--- config.mk ---
export PLATFORM = sky130hd
export DESIGN_NAME = sobel_back
export DESIGN_NICKNAME = d
export VERILOG_FILES = /design/src/rtl/sobel_pkg.sv /design/src/rtl/sobel_back.sv
export SDC_FILE = /design/constraint.sdc
export NUM_CORES = 2
export LEC_CHECK = 0
export ABC_AREA = 1
export ABC_CLOCK_PERIOD_IN_PS = 9130
export BUFFER_PORTS_ARGS = -buffer_cell sky130_fd_sc_hd__buf_2
export CORE_MARGIN = 2
export CORE_UTILIZATION = 35
export DETAILED_ROUTE_END_ITERATION = 10
export GPL_TIMING_DRIVEN = 1
export SYNTH_ARGS = -nofsm -noshare
export SYNTH_HDL_FRONTEND = slang
export SYNTH_SLANG_ARGS = --single-unit
--- constraint.sdc ---
create_clock -name clk -period 9.13 [get_ports clk]
set_input_delay 1.3695 -clock clk [delete_from_list [all_inputs] [get_ports clk]]
set_output_delay 1.3695 -clock clk [all_outputs]
set_load 0.05 [all_outputs]
--- src/rtl/sobel_pkg.sv ---
// shared types, constants and functions of the sobel edge block
package sobel_pkg;
  localparam int MaxScan = 1024;
  localparam int PosW = $clog2(MaxScan);
  localparam int LenW = 11;
  localparam int PixW = 8;
  localparam int MagW = 8;
  localparam int DirW = 9;
  localparam int GW = 12;
  localparam int QDepth = 4;
  localparam int QPtrW = $clog2(QDepth);
  localparam logic [LenW-1:0] LenReset = LenW'(640);

  typedef struct packed {
    logic signed [GW-1:0] gx;
    logic signed [GW-1:0] gy;
  } grad_t;

  typedef struct packed {
    logic [MagW-1:0] magnitude;
    logic [DirW-1:0] direction;
  } res_t;

  // tan(k degrees) in unsigned q16, rounded
  function automatic logic [21:0] tan_q16(input logic [6:0] k);
    logic [21:0] t;
    unique case (k)
      7'd0: t = 22'd0; 7'd1: t = 22'd1144; 7'd2: t = 22'd2289; 7'd3: t = 22'd3435;
      7'd4: t = 22'd4583; 7'd5: t = 22'd5734; 7'd6: t = 22'd6888; 7'd7: t = 22'd8047;
      7'd8: t = 22'd9210; 7'd9: t = 22'd10380; 7'd10: t = 22'd11556;
      7'd11: t = 22'd12739; 7'd12: t = 22'd13930; 7'd13: t = 22'd15130;
      7'd14: t = 22'd16340; 7'd15: t = 22'd17560; 7'd16: t = 22'd18792;
      7'd17: t = 22'd20036; 7'd18: t = 22'd21294; 7'd19: t = 22'd22566;
      7'd20: t = 22'd23853; 7'd21: t = 22'd25157; 7'd22: t = 22'd26478;
      7'd23: t = 22'd27818; 7'd24: t = 22'd29179; 7'd25: t = 22'd30560;
      7'd26: t = 22'd31964; 7'd27: t = 22'd33392; 7'd28: t = 22'd34846;
      7'd29: t = 22'd36327; 7'd30: t = 22'd37837; 7'd31: t = 22'd39378;
      7'd32: t = 22'd40951; 7'd33: t = 22'd42560; 7'd34: t = 22'd44205;
      7'd35: t = 22'd45889; 7'd36: t = 22'd47615; 7'd37: t = 22'd49385;
      7'd38: t = 22'd51202; 7'd39: t = 22'd53070; 7'd40: t = 22'd54991;
      7'd41: t = 22'd56970; 7'd42: t = 22'd59009; 7'd43: t = 22'd61113;
      7'd44: t = 22'd63287; 7'd45: t = 22'd65536; 7'd46: t = 22'd67865;
      7'd47: t = 22'd70279; 7'd48: t = 22'd72785; 7'd49: t = 22'd75391;
      7'd50: t = 22'd78103; 7'd51: t = 22'd80930; 7'd52: t = 22'd83882;
      7'd53: t = 22'd86969; 7'd54: t = 22'd90203; 7'd55: t = 22'd93595;
      7'd56: t = 22'd97161; 7'd57: t = 22'd100917; 7'd58: t = 22'd104880;
      7'd59: t = 22'd109070; 7'd60: t = 22'd113512; 7'd61: t = 22'd118230;
      7'd62: t = 22'd123255; 7'd63: t = 22'd128622; 7'd64: t = 22'd134369;
      7'd65: t = 22'd140542; 7'd66: t = 22'd147196; 7'd67: t = 22'd154393;
      7'd68: t = 22'd162207; 7'd69: t = 22'd170727; 7'd70: t = 22'd180059;
      7'd71: t = 22'd190330; 7'd72: t = 22'd201699; 7'd73: t = 22'd214359;
      7'd74: t = 22'd228551; 7'd75: t = 22'd244584; 7'd76: t = 22'd262851;
      7'd77: t = 22'd283868; 7'd78: t = 22'd308323; 7'd79: t = 22'd337153;
      7'd80: t = 22'd371673; 7'd81: t = 22'd413778; 7'd82: t = 22'd466313;
      7'd83: t = 22'd533748; 7'd84: t = 22'd623533; 7'd85: t = 22'd749080;
      7'd86: t = 22'd937208; 7'd87: t = 22'd1250501; 7'd88: t = 22'd1876705;
      7'd89: t = 22'd3754555;
      default: t = 22'h3FFFFF;
    endcase
    return t;
  endfunction
endpackage

--- src/rtl/sobel_back.sv ---
// back end: iterative square root and angle search
module sobel_back (
  input  logic             clk,
  input  logic             rst,
  input  logic             q_valid,
  output logic             q_rd,
  input  sobel_pkg::grad_t q_data,
  output logic             out_valid,
  input  logic             out_ready,
  output sobel_pkg::res_t  out_data
);
  import sobel_pkg::*;
  localparam logic [1:0] SIdle = 2'd0, SRun = 2'd1, SDone = 2'd2;
  logic [1:0] state;
  logic [GW-1:0] ax, ay;
  logic sx, sy;
  logic [6:0] k, d;
  logic [8:0] r;
  logic [21:0] s;
  logic [37:0] lhs, rhs;
  logic [17:0] rr;

  assign q_rd = (state == SIdle) && q_valid;
  assign lhs = 38'(tan_q16(k)) * 38'(ay);
  assign rhs = {10'd0, ax, 16'd0};
  assign rr = 18'(r + 9'd1) * 18'(r + 9'd1);

  always_ff @(posedge clk) begin
    if (rst) begin
      state <= SIdle;
      out_valid <= 1'b0;
    end else begin
      // result register: load when done, clear once taken
      if (state == SDone && (!out_valid || out_ready)) out_valid <= 1'b1;
      else if (out_ready) out_valid <= 1'b0;
      unique case (state)
        SIdle: if (q_valid) begin
          state <= SRun;
          sx <= q_data.gx[GW-1];
          sy <= q_data.gy[GW-1];
          ax <= q_data.gx[GW-1] ? -q_data.gx : q_data.gx;
          ay <= q_data.gy[GW-1] ? -q_data.gy : q_data.gy;
          s <= 22'(q_data.gx) * 22'(q_data.gx) + 22'(q_data.gy) * 22'(q_data.gy);
          k <= 7'd1;
          d <= 7'd0;
          r <= '0;
        end
        SRun: begin
          // one tan step and one root step per cycle
          if (k < 7'd90) begin
            if (lhs <= rhs) d <= k;
            k <= k + 7'd1;
          end
          if (r < 9'd256 && 22'(rr) <= s) r <= r + 9'd1;
          if (k >= 7'd90 && !(r < 9'd256 && 22'(rr) <= s)) state <= SDone;
        end
        SDone: if (!out_valid || out_ready) begin
          out_data.magnitude <= (s >= 22'd65025) ? 8'd255 : r[7:0];
          if (ay == '0) out_data.direction <= 9'd90;
          else if (d != 7'd0 && sx != sy) out_data.direction <= 9'd360 - 9'(d);
          else out_data.direction <= 9'(d);
          state <= SIdle;
        end
        default: state <= SIdle;
      endcase
    end
  end
endmodule

Yosys cells after proc, flatten, opt, wreduce, memory -nomap -nowiden
Memory sizes are Yosys's and may differ from the RTL's. A register that Yosys moved wholly into a read port is not among the register bits.
Cells that the tools add are included.
- $add $sub $neg: 7
- muxes and demuxes: 20
- reduce and logical (&&, ||, !) cells: 20
- bitwise gates (word level): 2
- equal/unequal tests: 9
- $lt $le $gt $ge: 6
- multipliers: 4
- operator list (kind ; count):
    two-way mux 7 bit ; 7
    multiplier 12 x 12 -> 22 bit ; 2
    less-or-equal comparator 34 x 28 -> 1 bit ; 1
    multiplier 22 x 12 -> 34 bit ; 1
    case mux 7 bit (2 select lines) ; 2
    negator 12 bit ; 2
    adder 22 bit ; 1
    greater-or-equal comparator 22 x 16 -> 1 bit, second input constant ; 1
    less-or-equal comparator 18 x 22 -> 1 bit ; 1
    two-way mux 11 bit ; 2
    multiplier 10 x 10 -> 18 bit ; 1
    two-way mux 9 bit ; 2
    case mux 9 bit (2 select lines) ; 1
    logical NOT 12 bit ; 1
    adder 9 x 1 -> 10 bit, second input constant ; 1
    inequality test 2 bit, second input constant ; 5
    adder 9 x 1 -> 9 bit, second input constant ; 1
    < comparator 9 bit, second input constant ; 1
    AND reduction 3 bit ; 3
    subtractor 9 x 7 -> 9 bit, first input constant ; 1
    AND reduction 4 bit ; 2
    adder 7 x 1 -> 7 bit, second input constant ; 1
    greater-or-equal comparator 7 bit, second input constant ; 1
    < comparator 7 bit, second input constant ; 1
    16 further kinds ; 26
- bits in read-only memories: 2816
- bits of input ports: 28
- output and inout port bits: 19
- register bits after elaboration: 91
- memories: 1
- logic and storage cells: 84
- memories (name ; words ; bits a word ; rd ports ; clocked after Yosys merged registers in ; wr ports ; RTL line ; text):
    (name not given) ; 128 ; 22 ; 1 ; 1 ; 0 ; sobel_pkg.sv:27 ; unique case (k)

Depth between registers and ports, before layout
- depth in word-level cells: 8
- gate-level depth with buffers: 40
- mapped depth without buffers: 40

Least setup slack after synthesis
OpenSTA, ideal clock, no wires.
- kind: input -> register
- start point: input port q_data[23] (netlist bit)
- end point: register s[21], data pin
- buffers on the path: 2
- arrival time: 7031 ps
- slack: 1847 ps
- setup time: 253 ps
- stages: 21
- data required time: 8877 ps
- cells stage by stage: clkbuf_1 clkbuf_1 nand2_1 inv_1 fa_1 inv_1 fa_1 fa_1 fa_1 fa_1 fa_1 fa_1 inv_1 ha_1 inv_1 nor3_1 nand2_1 o311ai_0 inv_1 nand2_1 nand2_1
- cells in the longest elaborated chain, start to end: 2
- RTL lines (element ; RTL line ; text):
    start: declaration ; sobel_back.sv:7 ; input sobel_pkg::grad_t q_data,
    multiplier 12 x 12 -> 22 bit ; sobel_back.sv:43 ; s <= 22'(q_data.gx) * 22'(q_data.gx) + 22'(q_data.gy) * 22'(q_data.gy);
    adder 22 bit ; sobel_back.sv:43 ;
    end signal: assignment ; sobel_back.sv:43 ;
    end: declaration ; sobel_back.sv:19 ; logic [21:0] s;
No other way between the ends.
A chain may end at the register's enable or synchronous reset.

Worst setup path in the final report
- start point: register ay[8]
- end point: register d[6], enable pin
- cells in the longest elaborated chain, start to end: 4
- RTL lines (element ; RTL line ; text):
    start: declaration ; sobel_back.sv:15 ; logic [GW-1:0] ax, ay;
    start signal: assignment ; sobel_back.sv:42 ; ay <= q_data.gy[GW-1] ? -q_data.gy : q_data.gy;
    multiplier 22 x 12 -> 34 bit ; sobel_back.sv:24 ; assign lhs = 38'(tan_q16(k)) * 38'(ay);
    less-or-equal comparator 34 x 28 -> 1 bit ; sobel_back.sv:51 ; if (lhs <= rhs) d <= k;
    inequality test 2 bit (no source line) ; - ;
    AND reduction 5 bit (no source line) ; - ;
    end signal: assignment ; sobel_back.sv:51 ;
    end: declaration ; sobel_back.sv:17 ; logic [6:0] k, d;
No other way between the ends.

==> flow_summary_export.csv <==
group,metric,value,unit
global_routing,track_usage,18.5,%
final_layout,areaGrowthSynthToFinish,6.53,%
place,dp_hpwl,59300,µm
final_layout,drive_gt1_share,3.59,%
critical_path,cpMaxStageDelayCell,"edfxtp_1",
critical_path,cp.required,9200,ps
logic_synthesis,yosysTopAreaCell,"fa_1",
timing,relSlewSlack,23.6,%
critical_path,crit_top_cell,"nor2_1",
clocking,htreeDepth,4,
timing,tns,0,ps
timing,worstMarginPinSlew,1140,ps
timing,hold_viol,0,
floorplan,std_cell_rows,102,
timing,rsz0062_at_grt,"no",
logic_synthesis,synth-edff-count,88,
logic_synthesis,async_reset_ff_share,0,%
logic_synthesis,synth_top_flop_cell,"edfxtp_1",
place,io_buffers,46,
global_routing,overflow,0,
final_layout,utilization,37.7,%
critical_path,slowest_delay,1070,ps
floorplan,pin_count,47,
clocking,cts_tree,"built",
clocking,postCtsSetupBuffers,0,
run,maxCapViolations,0,
global_routing,antenna_found_initial,1,
detailed_routing,drc,0,
detailed_routing,firstDrtPassIters,6,
critical_path,worst-setup-path-type,"reg -> reg",
floorplan,dieHeight,284,µm
logic_synthesis,seq_area_frac_synth,11.4,%
logic_synthesis,yosys_warnings,0,
logic_synthesis,syn_avg_cell_area,7.91,µm²
clocking,postCtsHoldBufs,0,
detailed_routing,num_vias,21319,
hold_path,hp-class,"reg -> reg",
timing,slew_viol_final,0,
logic_synthesis,syn_area,0.0275,mm²
logic_synthesis,synthMuxAreaShare,0,%
detailed_routing,wirelength,72100,µm
logic_synthesis,yosys.area_share.simple,18.1,%
critical_path,start_kind,"flop",
clocking,numCtsBuffers,17,
clocking,cts.sinks,113,
detailed_routing,drt-wirelength-per-cell,16.0,µm
timing,fmax,0.120,GHz
global_routing,grt_max_degree,49,
logic_synthesis,synth_compound_area_share,5.26,%
final_layout,nets,4222,
logic_synthesis,netlist_top_cells_area,"fa_1 (37%), inv_1 (12%), nand2_1 (11%)",
timing,finClkSkew,22.8,ps
clocking,cts_resized,0,
floorplan,initial_core_util,35.4,%
global_routing,grt_pass1_vias,22396,
critical_path,worstPathArrival,8390,ps
logic_synthesis,synth_top_family_by_area,"adder cells",
logic_synthesis,synth_cell_types,49,
clocking,cts_root_buf,"clkbuf_16",
clocking,clk_pin_slew_worst_paths,60,ps
logic_synthesis,syn_inst,3471,
place,globalplace.congestion,0.939,
floorplan,core-area,0.0776,mm²
detailed_routing,via_per_inst,4.74,
critical_path,critPathMaxFanout,23,
timing,min_period_over_period,91.2,%
floorplan,die_x,284,µm
clocking,clock_latency,440,ps
detailed_routing,first_iter_violations,1390,
logic_synthesis,ys_ff_latch,113,
clocking,clock_path_buffers,2,
logic_synthesis,synth_fa_ha_area_share,47.8,%
run_status,status,"complete, no violations",
detailed_routing,ant_nets,0,
timing,setup_viol,0,
floorplan,die_area,0.0807,mm²
critical_path,cp-end-kind,"flop",
timing,timing.final.crit_period,8320,ps
logic_synthesis,yosys.area.top_type_share,36.5,%
logic_synthesis,synthXorXnorAreaFrac,3.16,%
global_routing,grt_pass1_wl,119000,µm
final_layout,antennaDiodeCount,0,
==> cells in the mapped netlist, drive strengths merged, types with 8 or more instances <==
cell	count
clkbuf	85
nand3	122
dfxtp	25
fa	501
nor2	198
a21oi	116
edfxtp	88
buf	22
ha	249
o21ai	82
nand2	841
inv	913
nor3	25
xor2	66
o211ai	17
xnor2	33
a31oi	9
nand4	27
nor4	8
==> critical path, delay by kind of cell (launching register included) <==
family                   cells  cell delay (ps)
AND/OR/NAND/NOR             18             2720
AO/OA/AOI/OAI                2              590
adder cells (fa/ha/maj)      7             3240
flip-flops                   1             1070
buffers and inverters        4              230
XOR/XNOR                     1               70
==> logic make-up after synthesis <==
family,Yosys count
compound gates,251
xor+xnor,99
fa+ha+maj,750
buf+inv,1022
flops,113
other cells,2
simple gates,1234
==> cell usage in the layout, fill, tap and decap left out, types with 3 or more instances in the layout <==
| cell type | synthesis | final |
|---|---|---|
| a21o_1 | 4 | 4 |
| a21oi_1 | 115 | 115 |
| a31oi_1 | 9 | 9 |
| and2_1 | 3 | 3 |
| buf_2 | 12 | 46 |
| buf_4 | 5 | 11 |
| bufinv_16 | 0 | 4 |
| clkbuf_1 | 85 | 3 |
| clkbuf_16 | 0 | 17 |
| clkinv_1 | 2 | 3 |
| clkinv_2 | 0 | 3 |
| conb_1 | 2 | 6 |
| dfxtp_1 | 25 | 25 |
| edfxtp_1 | 88 | 88 |
| fa_1 | 501 | 501 |
| ha_1 | 249 | 249 |
| inv_1 | 901 | 901 |
| inv_2 | 12 | 12 |
| nand2_1 | 839 | 839 |
| nand3_1 | 122 | 122 |
| nand4_1 | 27 | 27 |
| nor2_1 | 191 | 190 |
| nor2_2 | 6 | 6 |
| nor3_1 | 24 | 23 |
| nor4_1 | 8 | 8 |
| o2111ai_1 | 5 | 5 |
| o211ai_1 | 17 | 17 |
| o21ai_0 | 61 | 61 |
| o21ai_1 | 16 | 15 |
| o21ai_2 | 2 | 3 |
| o21ai_4 | 3 | 3 |
| o21bai_1 | 6 | 6 |
| o31ai_1 | 3 | 3 |
| or2_2 | 6 | 6 |
| xnor2_1 | 33 | 33 |
| xor2_1 | 66 | 66 |
==> final cells by class <==
class,count,area [µm²]
Clock buffer,20,437
Clock inverter,11,164
Fill cell,8197,48300
Inverter,915,3430
Multi-Input combinational cell,2340,20500
Sequential cell,113,3140
Tap cell,1040,1300
Timing Repair Buffer,57,313
==> metal layers <==
metal | GRT usage [%] | part of all wire (%) | up-vias | wire length, µm
li1 | - | - | 10250 | -
met1 | 24.9 | 45 | 10382 | 32200
met2 | 31.4 | 48 | 573 | 34500
met3 | 2.09 | 4.8 | 112 | 3430
met4 | 5.37 | 2.7 | 2 | 1940
met5 | 0 | 0.018 | - | 13
==> final timing paths <==
kind,end,start,slack [ps],cells after the start
setup / recovery,d[6],ay[8],810,32
hold / removal,state[1],state[1],570,4
setup reg to reg,d[6],ay[8],810,32
hold reg to reg,state[1],state[1],570,4
==> per-stage QoR <==
stage,setup slack [ps],cells,hold WS (ps),area [µm²]
final,807,4496,573,29300
after detailed placement,891,4465,569,28700
after floorplan,1850,3475,532,27500
after CTS,842,4496,576,29300
after global routing,254,4496,624,29300
after global placement,1100,4465,542,28700
Power is not shown: default switching activity piles up to over one toggle a cycle in this logic, so the estimate is an artifact.
