==> config.mk <==
export PLATFORM = sky130hd
export DESIGN_NAME = sobel_queue
export DESIGN_NICKNAME = d
export VERILOG_FILES = /design/src/rtl/sobel_pkg.sv /design/src/rtl/sobel_queue.sv
export SDC_FILE = /design/constraint.sdc
export NUM_CORES = 1
export LEC_CHECK = 0
export ABC_AREA = 1
export BUFFER_PORTS_ARGS = -buffer_cell sky130_fd_sc_hd__buf_2
export CAP_MARGIN = 20
export CORE_MARGIN = 2
export CORE_UTILIZATION = 50
export CTS_BUF_LIST = sky130_fd_sc_hd__clkbuf_2 sky130_fd_sc_hd__clkbuf_4 sky130_fd_sc_hd__clkbuf_8
export DETAILED_ROUTE_END_ITERATION = 8
export GPL_ROUTABILITY_DRIVEN = 0
export MAX_ROUTING_LAYER = met4
export PLACE_DENSITY_LB_ADDON = 0.05
export SYNTH_ARGS = -nofsm -noshare
export SYNTH_HDL_FRONTEND = slang
export SYNTH_SLANG_ARGS = --single-unit
==> constraint.sdc <==
create_clock -name clk -period 1.6 [get_ports clk]
set_input_delay 0.08 -clock clk [delete_from_list [all_inputs] [get_ports clk]]
set_output_delay 0.08 -clock clk [all_outputs]
set_load 0.03 [all_outputs]
==> src/rtl/sobel_pkg.sv <==
// shared types, constants and functions of the sobel edge block
package sobel_pkg;
  localparam int MaxScan = 1024;
  localparam int PosW = $clog2(MaxScan);
  localparam int LenW = 11;
  localparam int PixW = 8;
  localparam int MagW = 8;
  localparam int DirW = 9;
  localparam int GW = 12;
  localparam int QDepth = 4;
  localparam int QPtrW = $clog2(QDepth);
  localparam logic [LenW-1:0] LenReset = LenW'(640);

  typedef struct packed {
    logic signed [GW-1:0] gx;
    logic signed [GW-1:0] gy;
  } grad_t;

  typedef struct packed {
    logic [MagW-1:0] magnitude;
    logic [DirW-1:0] direction;
  } res_t;

  // tan(k degrees) in unsigned q16, rounded
  function automatic logic [21:0] tan_q16(input logic [6:0] k);
    logic [21:0] t;
    unique case (k)
      7'd0: t = 22'd0; 7'd1: t = 22'd1144; 7'd2: t = 22'd2289; 7'd3: t = 22'd3435;
      7'd4: t = 22'd4583; 7'd5: t = 22'd5734; 7'd6: t = 22'd6888; 7'd7: t = 22'd8047;
      7'd8: t = 22'd9210; 7'd9: t = 22'd10380; 7'd10: t = 22'd11556;
      7'd11: t = 22'd12739; 7'd12: t = 22'd13930; 7'd13: t = 22'd15130;
      7'd14: t = 22'd16340; 7'd15: t = 22'd17560; 7'd16: t = 22'd18792;
      7'd17: t = 22'd20036; 7'd18: t = 22'd21294; 7'd19: t = 22'd22566;
      7'd20: t = 22'd23853; 7'd21: t = 22'd25157; 7'd22: t = 22'd26478;
      7'd23: t = 22'd27818; 7'd24: t = 22'd29179; 7'd25: t = 22'd30560;
      7'd26: t = 22'd31964; 7'd27: t = 22'd33392; 7'd28: t = 22'd34846;
      7'd29: t = 22'd36327; 7'd30: t = 22'd37837; 7'd31: t = 22'd39378;
      7'd32: t = 22'd40951; 7'd33: t = 22'd42560; 7'd34: t = 22'd44205;
      7'd35: t = 22'd45889; 7'd36: t = 22'd47615; 7'd37: t = 22'd49385;
      7'd38: t = 22'd51202; 7'd39: t = 22'd53070; 7'd40: t = 22'd54991;
      7'd41: t = 22'd56970; 7'd42: t = 22'd59009; 7'd43: t = 22'd61113;
      7'd44: t = 22'd63287; 7'd45: t = 22'd65536; 7'd46: t = 22'd67865;
      7'd47: t = 22'd70279; 7'd48: t = 22'd72785; 7'd49: t = 22'd75391;
      7'd50: t = 22'd78103; 7'd51: t = 22'd80930; 7'd52: t = 22'd83882;
      7'd53: t = 22'd86969; 7'd54: t = 22'd90203; 7'd55: t = 22'd93595;
      7'd56: t = 22'd97161; 7'd57: t = 22'd100917; 7'd58: t = 22'd104880;
      7'd59: t = 22'd109070; 7'd60: t = 22'd113512; 7'd61: t = 22'd118230;
      7'd62: t = 22'd123255; 7'd63: t = 22'd128622; 7'd64: t = 22'd134369;
      7'd65: t = 22'd140542; 7'd66: t = 22'd147196; 7'd67: t = 22'd154393;
      7'd68: t = 22'd162207; 7'd69: t = 22'd170727; 7'd70: t = 22'd180059;
      7'd71: t = 22'd190330; 7'd72: t = 22'd201699; 7'd73: t = 22'd214359;
      7'd74: t = 22'd228551; 7'd75: t = 22'd244584; 7'd76: t = 22'd262851;
      7'd77: t = 22'd283868; 7'd78: t = 22'd308323; 7'd79: t = 22'd337153;
      7'd80: t = 22'd371673; 7'd81: t = 22'd413778; 7'd82: t = 22'd466313;
      7'd83: t = 22'd533748; 7'd84: t = 22'd623533; 7'd85: t = 22'd749080;
      7'd86: t = 22'd937208; 7'd87: t = 22'd1250501; 7'd88: t = 22'd1876705;
      7'd89: t = 22'd3754555;
      default: t = 22'h3FFFFF;
    endcase
    return t;
  endfunction
endpackage

==> src/rtl/sobel_queue.sv <==
// short fifo of gradients between front and back end
module sobel_queue (
  input  logic             clk,
  input  logic             rst,
  input  logic             wr,
  input  sobel_pkg::grad_t wdata,
  output logic             room,
  output logic             rvalid,
  input  logic             rd,
  output sobel_pkg::grad_t rdata
);
  import sobel_pkg::*;
  grad_t mem [QDepth];
  logic [QPtrW:0] wp, rp, cnt;
  assign cnt = wp - rp;
  // room for the three items that can be in the front pipeline
  assign room = cnt == '0;
  assign rvalid = cnt != '0;
  assign rdata = mem[rp[QPtrW-1:0]];
  always_ff @(posedge clk) begin
    if (rst) begin
      wp <= '0;
      rp <= '0;
    end else begin
      if (wr) wp <= wp + 1'b1;
      if (rd && rvalid) rp <= rp + 1'b1;
    end
    if (wr) mem[wp[QPtrW-1:0]] <= wdata;
  end
endmodule

After elaboration in Yosys (flattened, before gate mapping)
Memory sizes are Yosys's and may differ from the RTL's. A register that Yosys moved wholly into a read port is not among the register bits.
Index checks and enable logic that the tools add are counted.
{"block": "totals", "wordCells": 13, "latchBits": 0, "ramBits": 96, "inputBits": 28, "mem_count": 1, "ff_bits": 6, "mem_bits_ro": 0}
{"block": "classes", "div_mod_pow": 0, "reduce_logical": 3, "add_sub_neg": 3, "n_shift": 0, "mul": 0, "eq_ne": 0, "muxes": 4, "magnitude_cmp": 0, "n_bitwise": 0}
{"name": "mem", "words": 4, "word_bits": 24, "read_ports": 1, "rd_clocked_by_memory_dff": 1, "wr": 1, "line_no": "sobel_queue.sv:13", "source": "grad_t mem [QDepth];"}
{"operator": "3-bit by 1-bit adder with 3-bit output, second input constant", "n": 2}
{"operator": "2-bit 2-to-1 mux", "n": 2}
{"operator": "3-bit logical NOT", "n": 1}
{"operator": "3-bit nonzero test", "n": 1}
{"operator": "3-bit subtractor", "n": 1}
{"operator": "1-bit 2-to-1 mux", "n": 2}
{"operator": "1-bit logical AND", "n": 1}

Logic depth before layout (Yosys ltp)
Gate-level depths: netlist (run 1).
{"block": "depth", "ltp_word": 5, "depth_mapped": 10, "mapped_depth_nobuf": 10}

Worst setup path before layout (run 1)
No wires, ideal clock.
{"block": "synth_path", "path_kind": "flip-flop to flip-flop", "startpoint": "register wp[0]", "endpoint": "memory mem[2][0] in the netlist's numbering, enable pin", "arrival_ps": 1095, "path_slack_ps": 127, "setup_ps": 379, "path_stages_with_launch": 5, "synth_period_minus_slack_ps": 1473, "required_ps": 1221, "cell_sequence": "dfxtp_1 -> inv_1 -> ha_1 -> nand2_1 -> inv_1"}
{"item": "start, declared", "line_no": "sobel_queue.sv:14", "source": "logic [QPtrW:0] wp, rp, cnt;"}
{"item": "start signal, assigned", "line_no": "sobel_queue.sv:25", "source": "if (wr) wp <= wp + 1'b1;"}
{"item": "end, declared", "line_no": "sobel_queue.sv:13"}
Straight into the memory's write port.

==> results of run 1 <==
-- tightest hold or removal path: cells and delay by family --
family / cells / cell delay (ns)
buf+inv: 2 / 0.16
simple gates: 2 / 0.12
-- sequential cells by signal (all words and copies together) (netlist names), named ones only --
register	flops
wp	3
mem	96
rp	3
-- synthesized netlist by cell type (all sizes together) --
| cell | number | area [um2] |
|---|---|---|
| xnor2 | 1 | 8.76 |
| ha | 7 | 87.6 |
| a21oi | 7 | 35.0 |
| edfxtp | 96 | 2880 |
| nand2 | 16 | 65.1 |
| nor2 | 52 | 195 |
| inv | 19 | 71.3 |
| o21ai | 51 | 255 |
| nand3 | 4 | 32.5 |
| dfxtp | 8 | 160 |
| o22ai | 24 | 150 |
| clkbuf | 8 | 30.0 |
| buf | 6 | 35.0 |
-- per-layer routing --
metal / part of all wire / routed length, um / track usage / up-vias
li1: - / - / - / 1294
met4: 0.013 / 102 / 0.0797 / 0
met1: 0.43 / 3340 / 0.239 / 1258
met5: 0 / 0 / - / -
met2: 0.52 / 4050 / 0.326 / 53
met3: 0.032 / 244 / 0.0290 / 8
-- layout make-up --
| cell class | instances | area, um2 |
|---|---|---|
| inverters | 19 | 76.3 |
| flip-flops and latches | 104 | 3050 |
| clock inverters | 7 | 53.8 |
| fillers | 589 | 2550 |
| well taps | 102 | 128 |
| clock buffers | 9 | 124 |
| repair buffers | 106 | 907 |
| multi-input cells | 162 | 873 |
-- through the flow --
stage / hold WS (ns) / TNS [ns] / util
after floorplan: 0.179 / 0 / -
after global placement: 0.297 / 0 / 0.582
after detailed placement: 0.297 / 0 / 0.582
after CTS: 0.0323 / -0.0100 / 0.651
after global routing: 0.0632 / -0.425 / 0.671
final: 0.0410 / 0 / 0.671
-- path summary, 6_finish.rpt --
check               end      from  depth (start not counted)
max            rdata[8]  register                          5
min               rp[2]       rst                          4
max reg2reg  mem[3][16]     wp[0]                          6
min reg2reg       wp[2]     wp[2]                          2
-- layout by cell type, fill, tap and decap left out, drive strengths merged --
cell / n
inv: 22
ha: 7
o21ai: 51
a21oi: 7
dlygate4sd3: 24
nand3: 4
nor2: 52
o22ai: 24
clkbuf: 12
xnor2: 1
nand2: 16
clkinv: 4
edfxtp: 96
dfxtp: 8
buf: 79
-- cells by family (layout without fill, tap and decap cells) --
family	Yosys count	after routing	synth area share
flip-flops	104	104	0.759
XOR/XNOR	1	1	0.00219
AO/OA/AOI/OAI	82	82	0.110
buffers and inverters	33	141	0.0340
AND/OR/NAND/NOR	72	72	0.0730
adder cells (fa/ha/maj)	7	7	0.0218
-- power groups by stage --
| stage | combinational (mW) | clock, mW | sequential [mW] |
|---|---|---|---|
| floorplan | 1.08 | 0 | 3.20 |
| global placement | 1.58 | 0 | 3.23 |
| detailed placement | 1.60 | 0 | 3.22 |
| CTS | 1.82 | 1.51 | 3.16 |
| global route | 2.16 | 1.61 | 3.19 |
| finish | 2.00 | 1.47 | 3.17 |
-- timing repair --
item,CTS,global route
pin swaps,3,7
hold endpoints to repair,96,0
gates cloned,1,1
hold buffers,24,0
setup buffers,2,7
setup endpoints to repair,26,20
gates resized for setup,31,43
==> out/results.ini, run 1 <==
[synth]
synth-seq-cells = 104
syn_avg_cell_area_um2 = 13.4
synth_fp_nets = 334
synth_warnings = 0
yosysUniqueCellTypes = 16
syn-cell-area_mm2 = 0.00401
seq_area_frac_synth = 0.759
synth_cells = 299

[route]
viasPerCell = 5.13
first_iter_violations = 130
drc_errors = 0
first_pass_iters = 4
wl_mm = 7.74
final_antenna_net_count = 0
via_count = 2613
wl_per_cell_um = 15.2

[setup_path]
crit_chain = buf_8 > buf_4 > o21ai_0 > o22ai_1 > buf_4
crit_path_max_fanout = 10
path_delay_family = buffers and inverters
crit_type = reg -> out
cpMaxStageDelayCell = dfxtp_4
crit_path_max_incr_delay_ns = 0.44
worstPathArrival_ns = 1.47
crit_buf_inv = 3
r2r_slack_ns = 0.16
endpoint_kind = output pin
crit_path_frequent_cell = buf_4
worstPathRequired_ns = 1.52
critPathLaunchType = register

[global_route]
antenna_found_initial = 0
grt_pass1_wl_mm = 12.1
grt_pass1_vias = 2499
grt_max_degree = 21
gr-usage-all-layers = 0.194
gr-total-overflow = 0

[timing]
fin_crit_ns = 1.55
worst_slew_pin_slew_ns = 0.241
rsz0062_at_grt = true
fin_skew_ns = 0.00644
setup_viol = 0
final_hold_viol_count = 0
finalMaxSlewViolations = 0
finalWorstSetupSlack_ns = 0.0458
finalCritPeriodShare = 0.971
clock.fmax_mhz = 643
slew_headroom = 0.839

[finish]
fin_area_mm2 = 0.00522
drive_gt1_frac = 0.287
fin_cells = 509
antenna_cells = 0
area_growth_pct = 30.1
fin_nets = 437

[placed_design]
dp_hpwl_mm = 4.59
dp_cells = 458
place_area_mm2 = 0.00452
pre_cts_ws_ns = 0.206
io_buffer_count = 53

[floorplanning]
die_h_um = 93.5
core_mm2 = 0.00777
die_area_mm2 = 0.00875
initial_core_util = 0.516
die_x_um = 93.5
floorplan.io_pins = 54
fp-row-count = 32

[power_and_ir_drop]
pwr_density_cell_mw_per_mm2 = 1270
pwr-share-comb = 0.301
clkPwrFrac = 0.221
total_power_mw = 6.64
power_frac_seq = 0.478
intPower_mw = 4.51
power_switching_mw = 2.13
vdd.ir_drop.worst_v = 0.000820
total_leakage_power_nw = 1.97
switching_share = 0.321

[clock_network]
clock_latency_ns = 0.36
cts-buffers-inserted = 9
cts.sink_count = 104
cts-root-buf = clkbuf_8
clk_path_buf_depth = 2
htree_levels = 3
tritoncts = yes
clk_pin_slew_ns = 0.09

[job]
drv_cap = 0

[status]
status = complete, no violations

[worst_hold_path]
hold_path.class = in -> reg

Power figures use the tool's default switching activity.
==> inputs of run 2 (changes only) <==
--- a/config.mk
+++ b/config.mk
@@ -8,6 +8,7 @@
 export ABC_AREA = 1
 export BUFFER_PORTS_ARGS = -buffer_cell sky130_fd_sc_hd__buf_2
 export CAP_MARGIN = 20
+export CORE_ASPECT_RATIO = 0.8
 export CORE_MARGIN = 2
 export CORE_UTILIZATION = 50
 export CTS_BUF_LIST = sky130_fd_sc_hd__clkbuf_2 sky130_fd_sc_hd__clkbuf_4 sky130_fd_sc_hd__clkbuf_8
==> out/results.ini, run 2 (synthesis results as in run 1) <==
[status]
status = complete, no violations

[power_and_ir_drop]
vdd.ir_drop.worst_v = 0.000615
pwr_density_cell_mw_per_mm2 = 1300
total_leakage_power_nw = 1.97
total_power_mw = 6.82

[global_route]
gr-usage-all-layers = 0.191
gr-total-overflow = 0
grt_pass1_wl_mm = 12.3
antenna_found_initial = 0
grt_max_degree = 49
grt_pass1_vias = 2520

[finish]
fin_cells = 511
final_util = 0.668
final_cell_mix = edfxtp_1, nor2_1, buf_2, o21ai_0, buf_4
largest_reg_flops = 96
fin_area_mm2 = 0.00524
area_growth_pct = 30.6
final_common_cell = edfxtp_1
drive_gt1_frac = 0.288
antenna_cells = 0
fin_nets = 433

[placed_design]
place_area_mm2 = 0.00449
pre_cts_ws_ns = 0.197
dp_hpwl_mm = 4.37
dp_cells = 459
io_buffer_count = 53

[clock_network]
clk_pin_slew_ns = 0.09
cts.sink_count = 104
htree_levels = 3
tritoncts = yes
clock_latency_ns = 0.35
cts-buffers-inserted = 9
cts-root-buf = clkbuf_8
clk_path_buf_depth = 2

[route]
final_antenna_net_count = 0
wl_met2_mm = 4.22
drc_errors = 0
viasPerCell = 5.14
via_count = 2625
route.met3.wl_um = 410
wl_met1_mm = 3.63
first_pass_iters = 5
first_iter_violations = 145
wl_mm = 8.30
top_layer = met4
wl_per_cell_um = 16.3

[floorplanning]
die_x_um = 104
initial_core_util = 0.511
floorplan.io_pins = 54
die_area_mm2 = 0.00875
die_h_um = 84.1
core_mm2 = 0.00784
fp-row-count = 29

[setup_path]
crit_buf_inv = 2
crit_type = reg -> out
r2r_slack_ns = 0.04
path_delay_family = flip-flops
crit_path_max_fanout = 12
cpMaxStageDelayCell = dfxtp_4
worstPathArrival_ns = 1.49
critPathLaunchType = register
worstPathRequired_ns = 1.52
crit_chain = clkbuf_16 > o21ai_0 > o22ai_2 > buf_6
crit_path_max_incr_delay_ns = 0.43
endpoint_kind = output pin

[timing]
timing.hold.ws_ns = 0.0480
clock.fmax_mhz = 636
finalWorstSetupSlack_ns = 0.0282
rsz0062_at_grt = true
setup_viol = 0
finalCritPeriodShare = 0.982
tns_ns = 0
worst_slew_pin_slew_ns = 0.231
finalMaxSlewViolations = 0
slew_headroom = 0.844
final_hold_viol_count = 0
fin_skew_ns = 0.00907
fin_crit_ns = 1.57

[worst_hold_path]
hold_path.class = in -> reg

[job]
drv_cap = 0

-- run 2: cell type report --
| class | count | area [um2] |
|---|---|---|
| clock inverters | 5 | 56.3 |
| inverters | 19 | 78.8 |
| multi-input cells | 162 | 876 |
| repair buffers | 102 | 896 |
| clock buffers | 11 | 139 |
| well taps | 108 | 135 |
| flip-flops and latches | 104 | 3060 |
| fillers | 593 | 2600 |
-- run 2: worst paths after layout --
path,start,to,depth (start not counted)
setup / recovery,register,rdata[14],4
hold reg to reg,wp[0],wp[0],2
hold / removal,wr,wp[1],3
setup reg to reg,wp[0],rp[0],9
-- run 2: metal layers --
layer | up-vias | track usage
met3 | 4 | 0.0523
met1 | 1267 | 0.236
met2 | 73 | 0.319
met4 | 0 | 0.0430
li1 | 1281 | -
met5 | - | -
-- run 2: what timing repair did --
action / 4_1_cts / 5_1_grt
resized for setup: 17 / 57
cloned: 0 / 5
pin swaps: 4 / 9
buffers inserted: 5 / 2
endpoints found under the setup margin: 7 / 28
endpoints found under the hold margin: 96 / 0
hold buffers: 24 / 0
-- run 2: worst min-delay path: stages --
cell and delay (ns):
buf_2 0.12, inv_1 0.10, a21oi_1 0.07
-- run 2: power by group --
| group | total [mW] | internal (mW) | switching (mW) |
|---|---|---|---|
| logic | 2.07 | 0.832 | 1.24 |
| clock network | 1.58 | 0.760 | 0.819 |
| registers | 3.17 | 3.11 | 0.0625 |
| total | 6.82 | 4.70 | 2.12 |
==> inputs of run 3 (changes only) <==
--- a/config.mk
+++ b/config.mk
@@ -8,7 +8,7 @@
 export ABC_AREA = 1
 export BUFFER_PORTS_ARGS = -buffer_cell sky130_fd_sc_hd__buf_2
 export CAP_MARGIN = 20
-export CORE_ASPECT_RATIO = 0.8
+export CORE_ASPECT_RATIO = 0.5
 export CORE_MARGIN = 2
 export CORE_UTILIZATION = 50
 export CTS_BUF_LIST = sky130_fd_sc_hd__clkbuf_2 sky130_fd_sc_hd__clkbuf_4 sky130_fd_sc_hd__clkbuf_8
@@ -16,6 +16,7 @@
 export GPL_ROUTABILITY_DRIVEN = 0
 export MAX_ROUTING_LAYER = met4
 export PLACE_DENSITY_LB_ADDON = 0.05
+export SLEW_MARGIN = 10
 export SYNTH_ARGS = -nofsm -noshare
 export SYNTH_HDL_FRONTEND = slang
 export SYNTH_SLANG_ARGS = --single-unit
==> out/results.ini, run 3 (synthesis results as in run 1) <==
[timing]
finalMaxSlewViolations = 0
setup_viol = 0
slew_headroom = 0.846
worst_slew_pin_slew_ns = 0.231
finalWorstSetupSlack_ns = 0.0328
fin_crit_ns = 1.57
rsz0062_at_grt = true
timing.hold.ws_ns = 0.0364
final_hold_viol_count = 0
clock.fmax_mhz = 638
finalCritPeriodShare = 0.979
fin_skew_ns = 0.00633

[setup_path]
worstPathRequired_ns = 1.52
endpoint = rdata[14]
crit_path_max_fanout = 11
crit_type = reg -> out
rr_startpoint = rp[1]
endpoint_kind = output pin
worstPathArrival_ns = 1.49
critPathLaunchType = register
r2r_slack_ns = 0.21
worstRegToRegCells = 9

[route]
via_count = 2606
drc_errors = 0
viasPerCell = 5.09
final_antenna_net_count = 0
wl_per_cell_um = 15.6
wl_mm = 8.00
first_pass_iters = 4
first_iter_violations = 194

[clock_network]
cts-root-buf = clkbuf_8
cts-buffers-inserted = 9
htree_levels = 3
cts.sink_count = 104
tritoncts = yes
clk_pin_slew_ns = 0.09
clk_path_buf_depth = 2
clock_latency_ns = 0.37

[placed_design]
io_buffer_count = 53
dp_hpwl_mm = 4.81
pre_cts_ws_ns = 0.198
place_area_mm2 = 0.00451

[floorplanning]
fp-row-count = 23
die_x_um = 131
die_area_mm2 = 0.00879
die_h_um = 67.3
initial_core_util = 0.508
core_mm2 = 0.00789
floorplan.io_pins = 54

[finish]
final_cell_mix = edfxtp_1, nor2_1, o21ai_0, buf_4, buf_2
fin_nets = 430
drive_gt1_frac = 0.278
final_common_cell = edfxtp_1
antenna_cells = 0
largest_reg_flops = 96
area_growth_pct = 29.5
fin_area_mm2 = 0.00519

[global_route]
grt_max_degree = 27
gr-usage-all-layers = 0.196
antenna_found_initial = 0
grt_pass1_wl_mm = 12.0
grt_pass1_vias = 2508
gr-total-overflow = 0

[worst_hold_path]
hold_path.class = in -> reg
holdPathStages = 3
hp-start = rd

[job]
drv_cap = 0

[status]
status = complete, no violations

[power_and_ir_drop]
pwr_density_cell_mw_per_mm2 = 1300
total_power_mw = 6.77
vdd.ir_drop.worst_v = 0.000832
total_leakage_power_nw = 1.93

run 3: cell count changes in the layout (fill, tap and decap cells not counted), sizes merged:
cell      delta
clkinvlp     +3
buf          -1
clkbuf       -3
clkinv       -2
run 3: timing repair:
action	4_1_cts	5_1_grt
pin swaps	1	5
hold endpoints to repair	96	0
setup buffers	3	0
setup endpoints to repair	26	26
hold buffers	24	0
gates cloned	0	3
resized for setup	24	61
run 3: routing by layer:
metal / global-route usage / wire (um)
met1: 0.238 / 3720
met2: 0.317 / 3730
met3: 0.0681 / 481
met4: 0.0545 / 69
met5: - / 0
run 3: cell type report:
type | instances | area (um2)
flip-flops and latches | 104 | 3060
fillers | 625 | 2690
multi-input cells | 162 | 863
repair buffers | 99 | 857
well taps | 112 | 140
clock buffers | 10 | 131
inverters | 19 | 76.3
clock inverters | 6 | 68.8
run 3: how the worst min path moves through the flow:
stage                       endpoint
final                          rp[0]
after global routing           rp[2]
after CTS                      wp[1]
after detailed placement  mem[0][23]
after global placement     mem[2][3]
after floorplan            mem[0][0]
run 3: critical path: stages, from the launching register on:
cell and delay, ns:
dfxtp_4 0.39, inv_4 0.13, clkbuf_16 0.18, o21ai_0 0.07, o22ai_1 0.16, buf_4 0.20
run 3: through the flow:
step           setup TNS [ns]  instances   util
6_report                    0        512  0.659
5_1_grt                -0.466        512  0.659
4_1_cts                     0        509  0.639
3_5_place_dp                0        466  0.572
3_3_place_gp                0        466  0.572
2_1_floorplan               0        299      -
run 3: power by group:
part	leakage [nW]	internal (mW)	switching (mW)
Sequential	0.950	3.11	0.0657
Clock	0.0938	0.748	0.870
Combinational	0.891	0.786	1.19
